==> src/sv/crm_pkg.sv <==
// Package for the convolutional code rate matcher: sizes, the column
// permutation table and the structs shared by the sequencer and the walker.
// No dependencies.
`default_nettype none

package crm_pkg;

   localparam int MAX_STREAM_BITS = 128;
   localparam int MAX_OUT_BITS    = 8192;
   localparam int NUM_STREAMS     = 3;
   localparam int NUM_COLS        = 32;
   localparam int STORE_DEPTH     = NUM_STREAMS * MAX_STREAM_BITS;

   localparam int COL_W    = $clog2(NUM_COLS);
   localparam int ROWS_MAX = (MAX_STREAM_BITS + NUM_COLS - 1) / NUM_COLS;
   localparam int ROW_W    = (ROWS_MAX > 1) ? $clog2(ROWS_MAX) : 1;
   localparam int ROWS_W   = $clog2(ROWS_MAX + 1);
   localparam int D_W      = $clog2(MAX_STREAM_BITS + 1);
   localparam int IDX_W    = ROW_W + COL_W;
   localparam int KP_W     = $clog2(ROWS_MAX * NUM_COLS + 1);
   localparam int ADDR_W   = $clog2(STORE_DEPTH);
   localparam int CNT_W    = $clog2(STORE_DEPTH + 1);
   localparam int STR_W    = 2;
   localparam int OUT_W    = 14;

   localparam logic [0:0] ACT_LOAD = 1'b0;
   localparam logic [0:0] ACT_EMIT = 1'b1;

   localparam logic [COL_W-1:0] COL_PERM [NUM_COLS] = '{
      5'd1, 5'd17, 5'd9,  5'd25, 5'd5, 5'd21, 5'd13, 5'd29,
      5'd3, 5'd19, 5'd11, 5'd27, 5'd7, 5'd23, 5'd15, 5'd31,
      5'd0, 5'd16, 5'd8,  5'd24, 5'd4, 5'd20, 5'd12, 5'd28,
      5'd2, 5'd18, 5'd10, 5'd26, 5'd6, 5'd22, 5'd14, 5'd30
   };

   typedef struct packed {
      logic clear;
      logic step;
   } crm_walk_ctrl_type;

   typedef struct packed {
      logic              hit;
      logic [ADDR_W-1:0] addr;
   } crm_walk_stat_type;

endpackage

`default_nettype wire

==> src/sv/crm_bit_store.sv <==
// Bit store for the three loaded streams: one write port, one registered
// read port. Depends on crm_pkg.
`default_nettype none

module crm_bit_store
   import crm_pkg::*;
(
   input  wire logic              clock,
   input  wire logic              we,
   input  wire logic [ADDR_W-1:0] waddr,
   input  wire logic              wdata,
   input  wire logic              re,
   input  wire logic [ADDR_W-1:0] raddr,
   output logic                   rdata
);

   logic mem [STORE_DEPTH];
   logic rdata_ff;

   always_ff @(posedge clock) begin
      if (we) begin
         mem[waddr] <= wdata;
      end
   end

   // Read data holds until the next read so a stalled result can wait on it.
   always_ff @(posedge clock) begin
      if (re) begin
         rdata_ff <= mem[raddr];
      end
   end

   assign rdata = rdata_ff;

endmodule

`default_nettype wire

==> src/sv/crm_walker.sv <==
// Circular-buffer walker: holds the read position as stream, column and row,
// tests each position for a dummy, stepping one position a cycle while step is set, and forms its store address.
// Depends on crm_pkg.
`default_nettype none

module crm_walker
   import crm_pkg::*;
(
   input  wire logic              clock,
   input  wire logic              reset,
   input  wire crm_walk_ctrl_type ctrl,
   input  wire logic [D_W-1:0]    d,
   output crm_walk_stat_type      stat
);

   logic [STR_W-1:0]  str_ff, str_in;
   logic [COL_W-1:0]  col_ff, col_in;
   logic [ROW_W-1:0]  row_ff, row_in;

   logic [D_W:0]      rows_sum;
   logic [ROWS_W-1:0] rows;
   logic [KP_W-1:0]   kp;
   logic [KP_W-1:0]   nd;
   logic [KP_W-1:0]   idx;
   logic [IDX_W-1:0]  off;
   logic              row_last;

   assign rows_sum = {1'b0, d} + (D_W+1)'(NUM_COLS - 1);
   assign rows     = ROWS_W'(rows_sum >> COL_W);
   assign kp       = KP_W'({rows, {COL_W{1'b0}}});
   assign nd       = kp - KP_W'(d);

   // Row-major index inside the matrix; positions below nd are dummies.
   assign idx = KP_W'({row_ff, COL_PERM[col_ff]});
   assign off = IDX_W'(idx - nd);

   assign stat.hit  = (idx >= nd);
   assign stat.addr = ADDR_W'({off, 1'b0}) + ADDR_W'(off) + ADDR_W'(str_ff);

   assign row_last = (ROWS_W'(row_ff) == rows - ROWS_W'(1));

   always_comb begin
      str_in = str_ff;
      col_in = col_ff;
      row_in = row_ff;
      if (ctrl.clear) begin
         str_in = '0;
         col_in = '0;
         row_in = '0;
      end else if (ctrl.step) begin
         if (!row_last) begin
            row_in = row_ff + ROW_W'(1);
         end else begin
            row_in = '0;
            if (col_ff != COL_W'(NUM_COLS - 1)) begin
               col_in = col_ff + COL_W'(1);
            end else begin
               col_in = '0;
               str_in = (str_ff == STR_W'(NUM_STREAMS - 1)) ? '0 : str_ff + STR_W'(1);
            end
         end
      end
   end

   always_ff @(posedge clock) begin
      if (reset) begin
         str_ff <= '0;
         col_ff <= '0;
         row_ff <= '0;
      end else begin
         str_ff <= str_in;
         col_ff <= col_in;
         row_ff <= row_in;
      end
   end

endmodule

`default_nettype wire

==> src/sv/conv_code_rate_matcher.sv <==
// Rate matcher for a rate-1/3 convolutional code: a load beat is taken in ST_IDLE, which it
// does not leave. An emit beat is accepted in ST_IDLE; then in ST_SCAN the walker tests at
// least one buffer position, one a cycle (dummies skipped), until a hit; then ST_READ takes
// the registered store read and repeats while the previous result beat is still held. An emit
// that gives nothing stays in ST_IDLE. Synchronous active-high reset clears control state and sets
// out_len to 1; the bit store is not cleared and needs no clearing pass.
`default_nettype none

module conv_code_rate_matcher
   import crm_pkg::*;
(
   input  wire logic             clock,
   input  wire logic             reset,
   // Input beats.
   input  wire logic             req_tvalid,
   output logic                  req_tready,
   input  wire logic [7:0]       req_tdata,   // [0] coded_bit, [7:1] zero
   input  wire logic             req_tuser,   // [0] action
   input  wire logic             req_tlast,   // load_last
   // Result beats.
   output logic                  rsp_tvalid,
   input  wire logic             rsp_tready,
   output logic [7:0]            rsp_tdata,   // [0] out_bit, [7:1] zero
   output logic                  rsp_tlast,   // out_last
   // Configuration.
   input  wire logic             csr_we,
   input  wire logic [OUT_W-1:0] csr_wdata    // out_len
);

   typedef enum logic [2:0] {
      ST_IDLE = 3'b001,
      ST_SCAN = 3'b010,
      ST_READ = 3'b100
   } state_type;

   state_type         state_ff, state_in;
   logic [OUT_W-1:0]  out_len_ff, out_len_in;
   logic [CNT_W-1:0]  loaded_ff, loaded_in;
   logic [1:0]        phase_ff, phase_in;
   logic [D_W-1:0]    d_ff, d_in;
   logic              ready_ff, ready_in;
   logic [OUT_W-1:0]  emitted_ff, emitted_in;
   logic              rsp_valid_ff, rsp_valid_in;
   logic              rsp_bit_ff, rsp_bit_in;
   logic              rsp_last_ff, rsp_last_in;

   logic              req_acc, load_acc, emit_acc, emit_ok;
   logic              out_free;
   logic [OUT_W-1:0]  limit;
   logic [OUT_W-1:0]  emitted_next;
   logic [CNT_W-1:0]  base_cnt;
   logic [1:0]        base_ph;
   logic [D_W-1:0]    base_d;
   logic              room;

   logic              ram_we, ram_re, ram_q;
   crm_walk_ctrl_type walk_ctrl;
   crm_walk_stat_type walk_stat;

   assign req_tready = (state_ff == ST_IDLE);
   assign req_acc    = req_tvalid && req_tready;
   assign load_acc   = req_acc && (req_tuser == ACT_LOAD);
   assign emit_acc   = req_acc && (req_tuser == ACT_EMIT);

   assign limit = (out_len_ff > OUT_W'(MAX_OUT_BITS)) ? OUT_W'(MAX_OUT_BITS) : out_len_ff;
   assign emit_ok = ready_ff && (d_ff != '0) && (emitted_ff < limit);
   assign emitted_next = emitted_ff + OUT_W'(1);
   assign out_free = !rsp_valid_ff || rsp_tready;

   // A load after a finished block starts a new one from address zero.
   assign base_cnt = ready_ff ? '0 : loaded_ff;
   assign base_ph  = ready_ff ? '0 : phase_ff;
   assign base_d   = ready_ff ? '0 : d_ff;
   assign room     = (base_cnt < CNT_W'(STORE_DEPTH));
   assign ram_we   = load_acc && room;

   assign walk_ctrl.clear = load_acc;
   assign walk_ctrl.step  = (state_ff == ST_SCAN);
   assign ram_re          = (state_ff == ST_SCAN) && walk_stat.hit;

   always_comb begin
      state_in     = state_ff;
      out_len_in   = csr_we ? csr_wdata : out_len_ff;
      loaded_in    = loaded_ff;
      phase_in     = phase_ff;
      d_in         = d_ff;
      ready_in     = ready_ff;
      emitted_in   = emitted_ff;
      rsp_valid_in = rsp_valid_ff && !rsp_tready;
      rsp_bit_in   = rsp_bit_ff;
      rsp_last_in  = rsp_last_ff;

      unique case (state_ff)
         ST_IDLE: begin
            if (load_acc) begin
               loaded_in  = room ? base_cnt + CNT_W'(1) : base_cnt;
               phase_in   = base_ph;
               d_in       = base_d;
               if (room) begin
                  // Every third stored bit completes one triple.
                  phase_in = (base_ph == 2'd2) ? 2'd0 : base_ph + 2'd1;
                  if (base_ph == 2'd2) begin
                     d_in = base_d + D_W'(1);
                  end
               end
               ready_in   = req_tlast;
               emitted_in = '0;
            end else if (emit_acc && emit_ok) begin
               state_in = ST_SCAN;
            end
         end
         ST_SCAN: begin
            if (walk_stat.hit) begin
               state_in = ST_READ;
            end
         end
         ST_READ: begin
            if (out_free) begin
               rsp_valid_in = 1'b1;
               rsp_bit_in   = ram_q;
               rsp_last_in  = (emitted_next == limit);
               emitted_in   = emitted_next;
               state_in     = ST_IDLE;
            end
         end
         default: begin
            state_in = ST_IDLE;
         end
      endcase
   end

   always_ff @(posedge clock) begin
      if (reset) begin
         state_ff     <= ST_IDLE;
         out_len_ff   <= OUT_W'(1);
         loaded_ff    <= '0;
         phase_ff     <= '0;
         d_ff         <= '0;
         ready_ff     <= 1'b0;
         emitted_ff   <= '0;
         rsp_valid_ff <= 1'b0;
      end else begin
         state_ff     <= state_in;
         out_len_ff   <= out_len_in;
         loaded_ff    <= loaded_in;
         phase_ff     <= phase_in;
         d_ff         <= d_in;
         ready_ff     <= ready_in;
         emitted_ff   <= emitted_in;
         rsp_valid_ff <= rsp_valid_in;
      end
   end

   always_ff @(posedge clock) begin
      rsp_bit_ff  <= rsp_bit_in;
      rsp_last_ff <= rsp_last_in;
   end

   crm_bit_store u_store (
      .clock (clock),
      .we    (ram_we),
      .waddr (ADDR_W'(base_cnt)),
      .wdata (req_tdata[0]),
      .re    (ram_re),
      .raddr (walk_stat.addr),
      .rdata (ram_q)
   );

   crm_walker u_walker (
      .clock (clock),
      .reset (reset),
      .ctrl  (walk_ctrl),
      .d     (d_ff),
      .stat  (walk_stat)
   );

   assign rsp_tvalid = rsp_valid_ff;
   assign rsp_tdata  = {7'b0, rsp_bit_ff};
   assign rsp_tlast  = rsp_last_ff;

endmodule

`default_nettype wire

==> config.mk <==
export PLATFORM = sky130hd
export DESIGN_NAME = conv_code_rate_matcher
export DESIGN_NICKNAME = d
export VERILOG_FILES = /design/src/sv/crm_pkg.sv /design/src/sv/crm_bit_store.sv /design/src/sv/crm_walker.sv /design/src/sv/conv_code_rate_matcher.sv
export SDC_FILE = /design/constraint.sdc
export NUM_CORES = 1
export LEC_CHECK = 0
export ABC_AREA = 1
export BUFFER_PORTS_ARGS = -buffer_cell sky130_fd_sc_hd__buf_4
export CAP_MARGIN = 20
export CORE_UTILIZATION = 46
export CTS_CLUSTER_SIZE = 40
export DETAILED_ROUTE_END_ITERATION = 7
export SLEW_MARGIN = 10
export SYNTH_ARGS = -nofsm -noshare
export SYNTH_HDL_FRONTEND = slang
export SYNTH_SLANG_ARGS = --single-unit
==> constraint.sdc <==
create_clock -name clock -period 4.2 [get_ports clock]
set_clock_uncertainty 0.15 [all_clocks]
set_input_delay 0.21 -clock clock [delete_from_list [all_inputs] [get_ports clock]]
set_output_delay 0.21 -clock clock [all_outputs]
set_load 0.03 [all_outputs]
# Word level (Yosys, flattened, before mapping)
# Memories as Yosys holds them, arrays and structs flattened. A register that Yosys moved wholly into a read port is not among the register bits.
# Cells that the tools add are included.
# classes
n_addsub	13
magnitude_cmp	5
eq_ne	13
muxes	26
bitwise_logic	3
reduce_logical	21
# ops
cell	count
$mux 14	3
$pmux 14 s2	1
$mux 8	3
$mux 9	2
$mux 5	3
$add 14x1->14 const B	1
$eq 14x14->1	1
$gt 14x14->1 const B	1
$lt 14x14->1	1
$mux 3	4
$mux 2	5
$add 8x7->9	1
$add 9x1->9 const B	1
$add 9x2->9	1
$logic_and 1x1->1	9
$lt 9x9->1 const B	1
$pmux 3 s3	1
$add 8x1->8 const B	1
$add 8x5->8 const B	1
$ge 7x8->1	1
$ne 2x2->1 const B	4
$reduce_bool 8->1	1
$sub 8x8->8	1
$sub 7x7->7	1
other kinds (21)	32
# word_totals
regBits	63
ram_bits	384
mem_bits_ro	160
output_inout_bits	11
word_cells	96
mem_count	2
# mem_list
name	depth	word_bits	rd	rd_ports_with_merged_regs	wr	line	rtl
u_store.mem	384	1	1	1	1	crm_bit_store.sv:17	logic mem [STORE_DEPTH];
(no name shown)	32	5	1	0	0	crm_walker.sv:34	assign idx = KP_W'({row_ff, COL_PERM[col_ff]});

# Longest topological paths before layout
# depth
depth_word	8
mapped_depth	25
ltp_nobuf	25

# By module
# A second synthesis with hierarchy kept.
# hier_totals
hier_cells	2511
area_unflattened_um2	22416.5
# by_module_without_submodules
mod	instances	cells_per_inst	area_per_inst_um2	seq_area_each_um2
crm_bit_store	1	1760	17475.5	11561.1
conv_code_rate_matcher	1	533	3419.5	1101.1
crm_walker	1	218	1521.5	180.2

# Worst setup path before layout
# Ideal clock, no wire load.
# synth_path
path_kind	register to register
startpoint	register d_ff[0]
endpoint	register u_store.rdata_ff, in the netlist u_store.rdata (read register of u_store.mem) (data pin)
setup_time_ns	0.252
arrival_time_ns	3.646
setup_slack_ns	0.151
stages_incl_launch_ff	21
synth_period_minus_slack_ns	4.049
path_cell_list	dfxtp_1 > inv_1 > ha_1 > inv_1 > fa_1 > inv_1 > fa_1 > inv_1 > ha_1 > fa_1 > xor2_1 > inv_1 > clkbuf_1 > nand3_1 > nand3_1 > nand3_1 > nand3_1 > nand3_1 > nand2_1 > nand2_1 > nand2_1
# synth_between
elab_chain_len	5
word_cells_on_any_way	7
# synth_lines
element	line	rtl
from (decl)	conv_code_rate_matcher.sv:40	logic [D_W-1:0] d_ff, d_in;
from (signal assigned)	conv_code_rate_matcher.sv:147	d_ff <= d_in;
$add 8x5->8	crm_walker.sv:28	assign rows_sum = {1'b0, d} + (D_W+1)'(NUM_COLS - 1);
$sub 8x8->8 (*)	crm_walker.sv:31	assign nd = kp - KP_W'(d);
$sub 7x7->7	crm_walker.sv:35	assign off = IDX_W'(idx - nd);
$add 8x7->9	crm_walker.sv:38	assign stat.addr = ADDR_W'({off, 1'b0}) + ADDR_W'(off) + ADDR_W'(str_ff);
$add 9x2->9	crm_walker.sv:38	
to (decl)	crm_bit_store.sv:18	logic rdata_ff;
# Mark *: on every way between the ends. The rest lies on a longest branch, timed or not.
# A chain may end at the register's enable or synchronous reset.

# Worst setup path in the final report
# Ends and elaborated chain as after synthesis.

==> impl_metrics.ini <==
[worst_setup_path]
reg2reg_depth = 18
critPathLaunch = d_ff[0]$_SDFFE_PP0P_
crit_chain = inv_2 > ha_4 > inv_2 > fa_1 > inv_1 > fa_1 > inv_2 > ha_4 > fa_2 > buf_6 > buf_16 > o211ai_1 > o211ai_1 > nand3_1 > nand3_1 > nand3_1 > nand3b_1 > nand2_1
cpPeakStageDelay_ns = 0.66
crit_arrival_ns = 4.29
critPathLaunchType = register
cp.required_ns = 4.42
cp-end-kind = register
endpoint = u_store.rdata$_DFFE_PP_
path_class = register to register
path_max_fanout = 7
r2r_start = d_ff[0]$_SDFFE_PP0P_
timing.rr.end = u_store.rdata$_DFFE_PP_
critPathSlowestCell = fa_2
r2r_slack_ns = 0.13

[final_layout]
layout_commonest_cell = nor2_1
antenna_cells = 0
final_nets = 2546
layout-drive-gt1-share_pct = 10.0
final_cell_mix = nor2_1 (669), edfxtp_1 (387), nand2_1 (358)
area_delta_synth_final_pct = 14.0

[synth]
ys_types = 49
syn_inst = 2440
ys_seq_area_share_pct = 57.8
synth_edf_count = 387
synth.avg_cell_area_um2 = 9.10
synth_area_um2 = 22200
async_flop_share_pct = 0
ys_ff_latch = 448
yosys_warnings = 0
synth_ff_type = edfxtp_1

[sta]
timing.hold.ws_ns = 0.0375
worst_pin_slew_ns = 0.980
slew_headroom_pct = 34.7
hold_viol = 0
period_share_pct = 97.0
period_needed_ns = 4.07
setup_viol = 0
rsz0062_at_grt = yes
fmax_mhz = 245
report.final.slew_viol_count = 0
setup_ws_ns = 0.126

[die]
design.core.area_um2 = 47600
initial_utilization_pct = 46.6
die-height_um = 222
fp.dieW_um = 222
die-area_um2 = 49200
ios = 40
num_rows = 80

[route]
vias_per_cell = 5.51
wire_per_inst_um = 19.1
dr_wl_met3_mm = 4.17
antenna_left = 0
drc = 0
wl_met1_mm = 24.8
vias = 17200
dr.pass1.iters = 6
wl_met2_mm = 28.8
highest_layer = met4
drtIter0Drc = 1646
drt-total-wl_mm = 59.6

[job]
maxCapViolCount = 0

[clocking]
cts_buffers = 50
clk_pin_slew_ns = 0.06
cts-root-buf = clkbuf_16
cts_sinks = 448
cts_tree = done
clk_latency_ns = 0.61
cts_max_level = 2
clk_path_buf_depth = 3

[placement]
port_buffers = 25
post-place-ws_ns = -0.00130
gp_congestion = 0.842
dp_hpwl_mm = 33.0

[worst_hold_path]
hold_path.startpoint = csr_we
worstHoldPathType = input port to register

[global_routing]
grt_use_total_pct = 24.0
antenna_found_initial = 0
grt_overflow_total = 0
grt_max_degree = 140
grt_pass1_vias = 16600
grt_pass1_wl_mm = 91.7

[pwr]
p_leak_nw = 9.18
p_per_area_nw_per_um2 = 427
max-vdd-ir-drop_mv = 0.319

[status]
status = completed
==> stage by stage <==
stage / setup TNS (ns) / area (um^2) / power, mW / util [%] / cells
2_1_floorplan: 0 / 22200 / 5.75 / - / 2446
3_3_place_gp: -0.00593 / 23100 / 6.37 / 48.5 / 2991
3_5_place_dp: -0.00130 / 23100 / 6.38 / 48.5 / 2991
4_1_cts: 0 / 25100 / 10.8 / 52.6 / 3113
5_1_grt: -0.0955 / 25300 / 11.2 / 53.1 / 3123
6_report: 0 / 25300 / 10.8 / 53.1 / 3123
==> Yosys cell counts (2+ instances only) <==
library cell / number / share of area [%]
nand2_4: 8 / 0.41
o21bai_1: 2 / 0.068
nor2_8: 3 / 0.27
nand2_1: 358 / 6.1
nand4_1: 13 / 0.37
nor4_1: 3 / 0.085
xnor2_1: 3 / 0.12
nor3_1: 16 / 0.36
clkinv_1: 2 / 0.034
nor3b_1: 2 / 0.068
fa_1: 3 / 0.27
dfxtp_1: 61 / 5.5
buf_4: 8 / 0.27
o22ai_1: 4 / 0.11
inv_1: 143 / 2.4
buf_1: 16 / 0.27
nor2_2: 30 / 0.85
o21ai_1: 3 / 0.068
a31oi_1: 2 / 0.056
o21ai_0: 166 / 3.7
xor2_1: 34 / 1.3
ha_1: 45 / 2.5
nand3_1: 199 / 4.5
inv_2: 4 / 0.068
o211ai_1: 36 / 1.2
and2_1: 2 / 0.056
nor2_1: 670 / 11
edfxtp_1: 387 / 52
buf_2: 16 / 0.36
nand3b_1: 7 / 0.24
a21oi_1: 58 / 1.3
a211oi_1: 7 / 0.24
clkbuf_1: 97 / 1.6
buf_6: 17 / 0.86
==> kinds of logic (layout without fill, tap and decap cells) <==
group           count (synthesis)  in the layout  synth area share (%)
xor+xnor                       37             37                  1.46
other cells                     1              7                0.0169
fa+ha+maj                      48             48                  2.81
buf+inv                       304            366                  5.95
simple gates                 1317           1317                  24.9
compound gates                285            285                  7.07
flops                         448            448                  57.8
==> worst min path at each step <==
stage / cells past startpoint / end
final: 3 / out_len_ff[1]$_SDFFE_PP0P_
after global routing: 3 / out_len_ff[11]$_SDFFE_PP0P_
after CTS: 3 / out_len_ff[1]$_SDFFE_PP0P_
after detailed placement: 3 / ready_ff$_SDFFE_PP0P_
after global placement: 3 / out_len_ff[0]$_SDFFE_PP1P_
after floorplan: 0 / u_store.mem[0]$_DFFE_PP_
==> repair_timing <==
| action | CTS | global route |
|---|---|---|
| resized for setup | 5 | 28 |
| pin swaps | 0 | 12 |
| endpoints found under the setup margin | 1 | 1 |
| endpoints found under the hold margin | 141 | 0 |
| setup buffers | 0 | 7 |
| cloned | 1 | 3 |
| hold buffers | 30 | 0 |
==> layout make-up <==
class | count | area [um^2]
clock buffers | 66 | 1370
well taps | 615 | 769
flip-flops and latches | 448 | 12800
clock inverters | 25 | 235
inverters | 150 | 571
multi-input cells | 1694 | 8230
repair buffers | 125 | 1300
fillers | 4357 | 22300
==> critical path, delay by kind of cell (launching register included) <==
kind / cells / cell delay (ns)
flops: 1 / 0.33
fa+ha+maj: 5 / 2.06
compound gates: 2 / 0.22
simple gates: 5 / 0.54
buf+inv: 6 / 0.53
==> where the power goes <==
part | switching (mW) | total (mW) | internal, mW
clock | 1.81 | 4.36 | 2.54
combinational | 0.992 | 1.59 | 0.599
sequential | 0.0173 | 4.87 | 4.85
total | 2.82 | 10.8 | 7.99
==> state kept, by name (all words and copies together) (netlist names), 2 cells and up <==
register and flops:
u_walker.col_ff 5, u_walker.row_ff 2, u_walker.str_ff 2, emitted_ff 14, state_ff 3, u_store.mem 384, d_ff 8, loaded_ff 9
out_len_ff 14, phase_ff 2
==> metal layers <==
layer | global-route usage, % | vias up
met2 | 40.9 | 564
met1 | 31.1 | 8347
met4 | 7.95 | 0
li1 | - | 8188
met5 | 0 | -
met3 | 4.03 | 121
No activity file was read; power rests on OpenSTA's default activity.
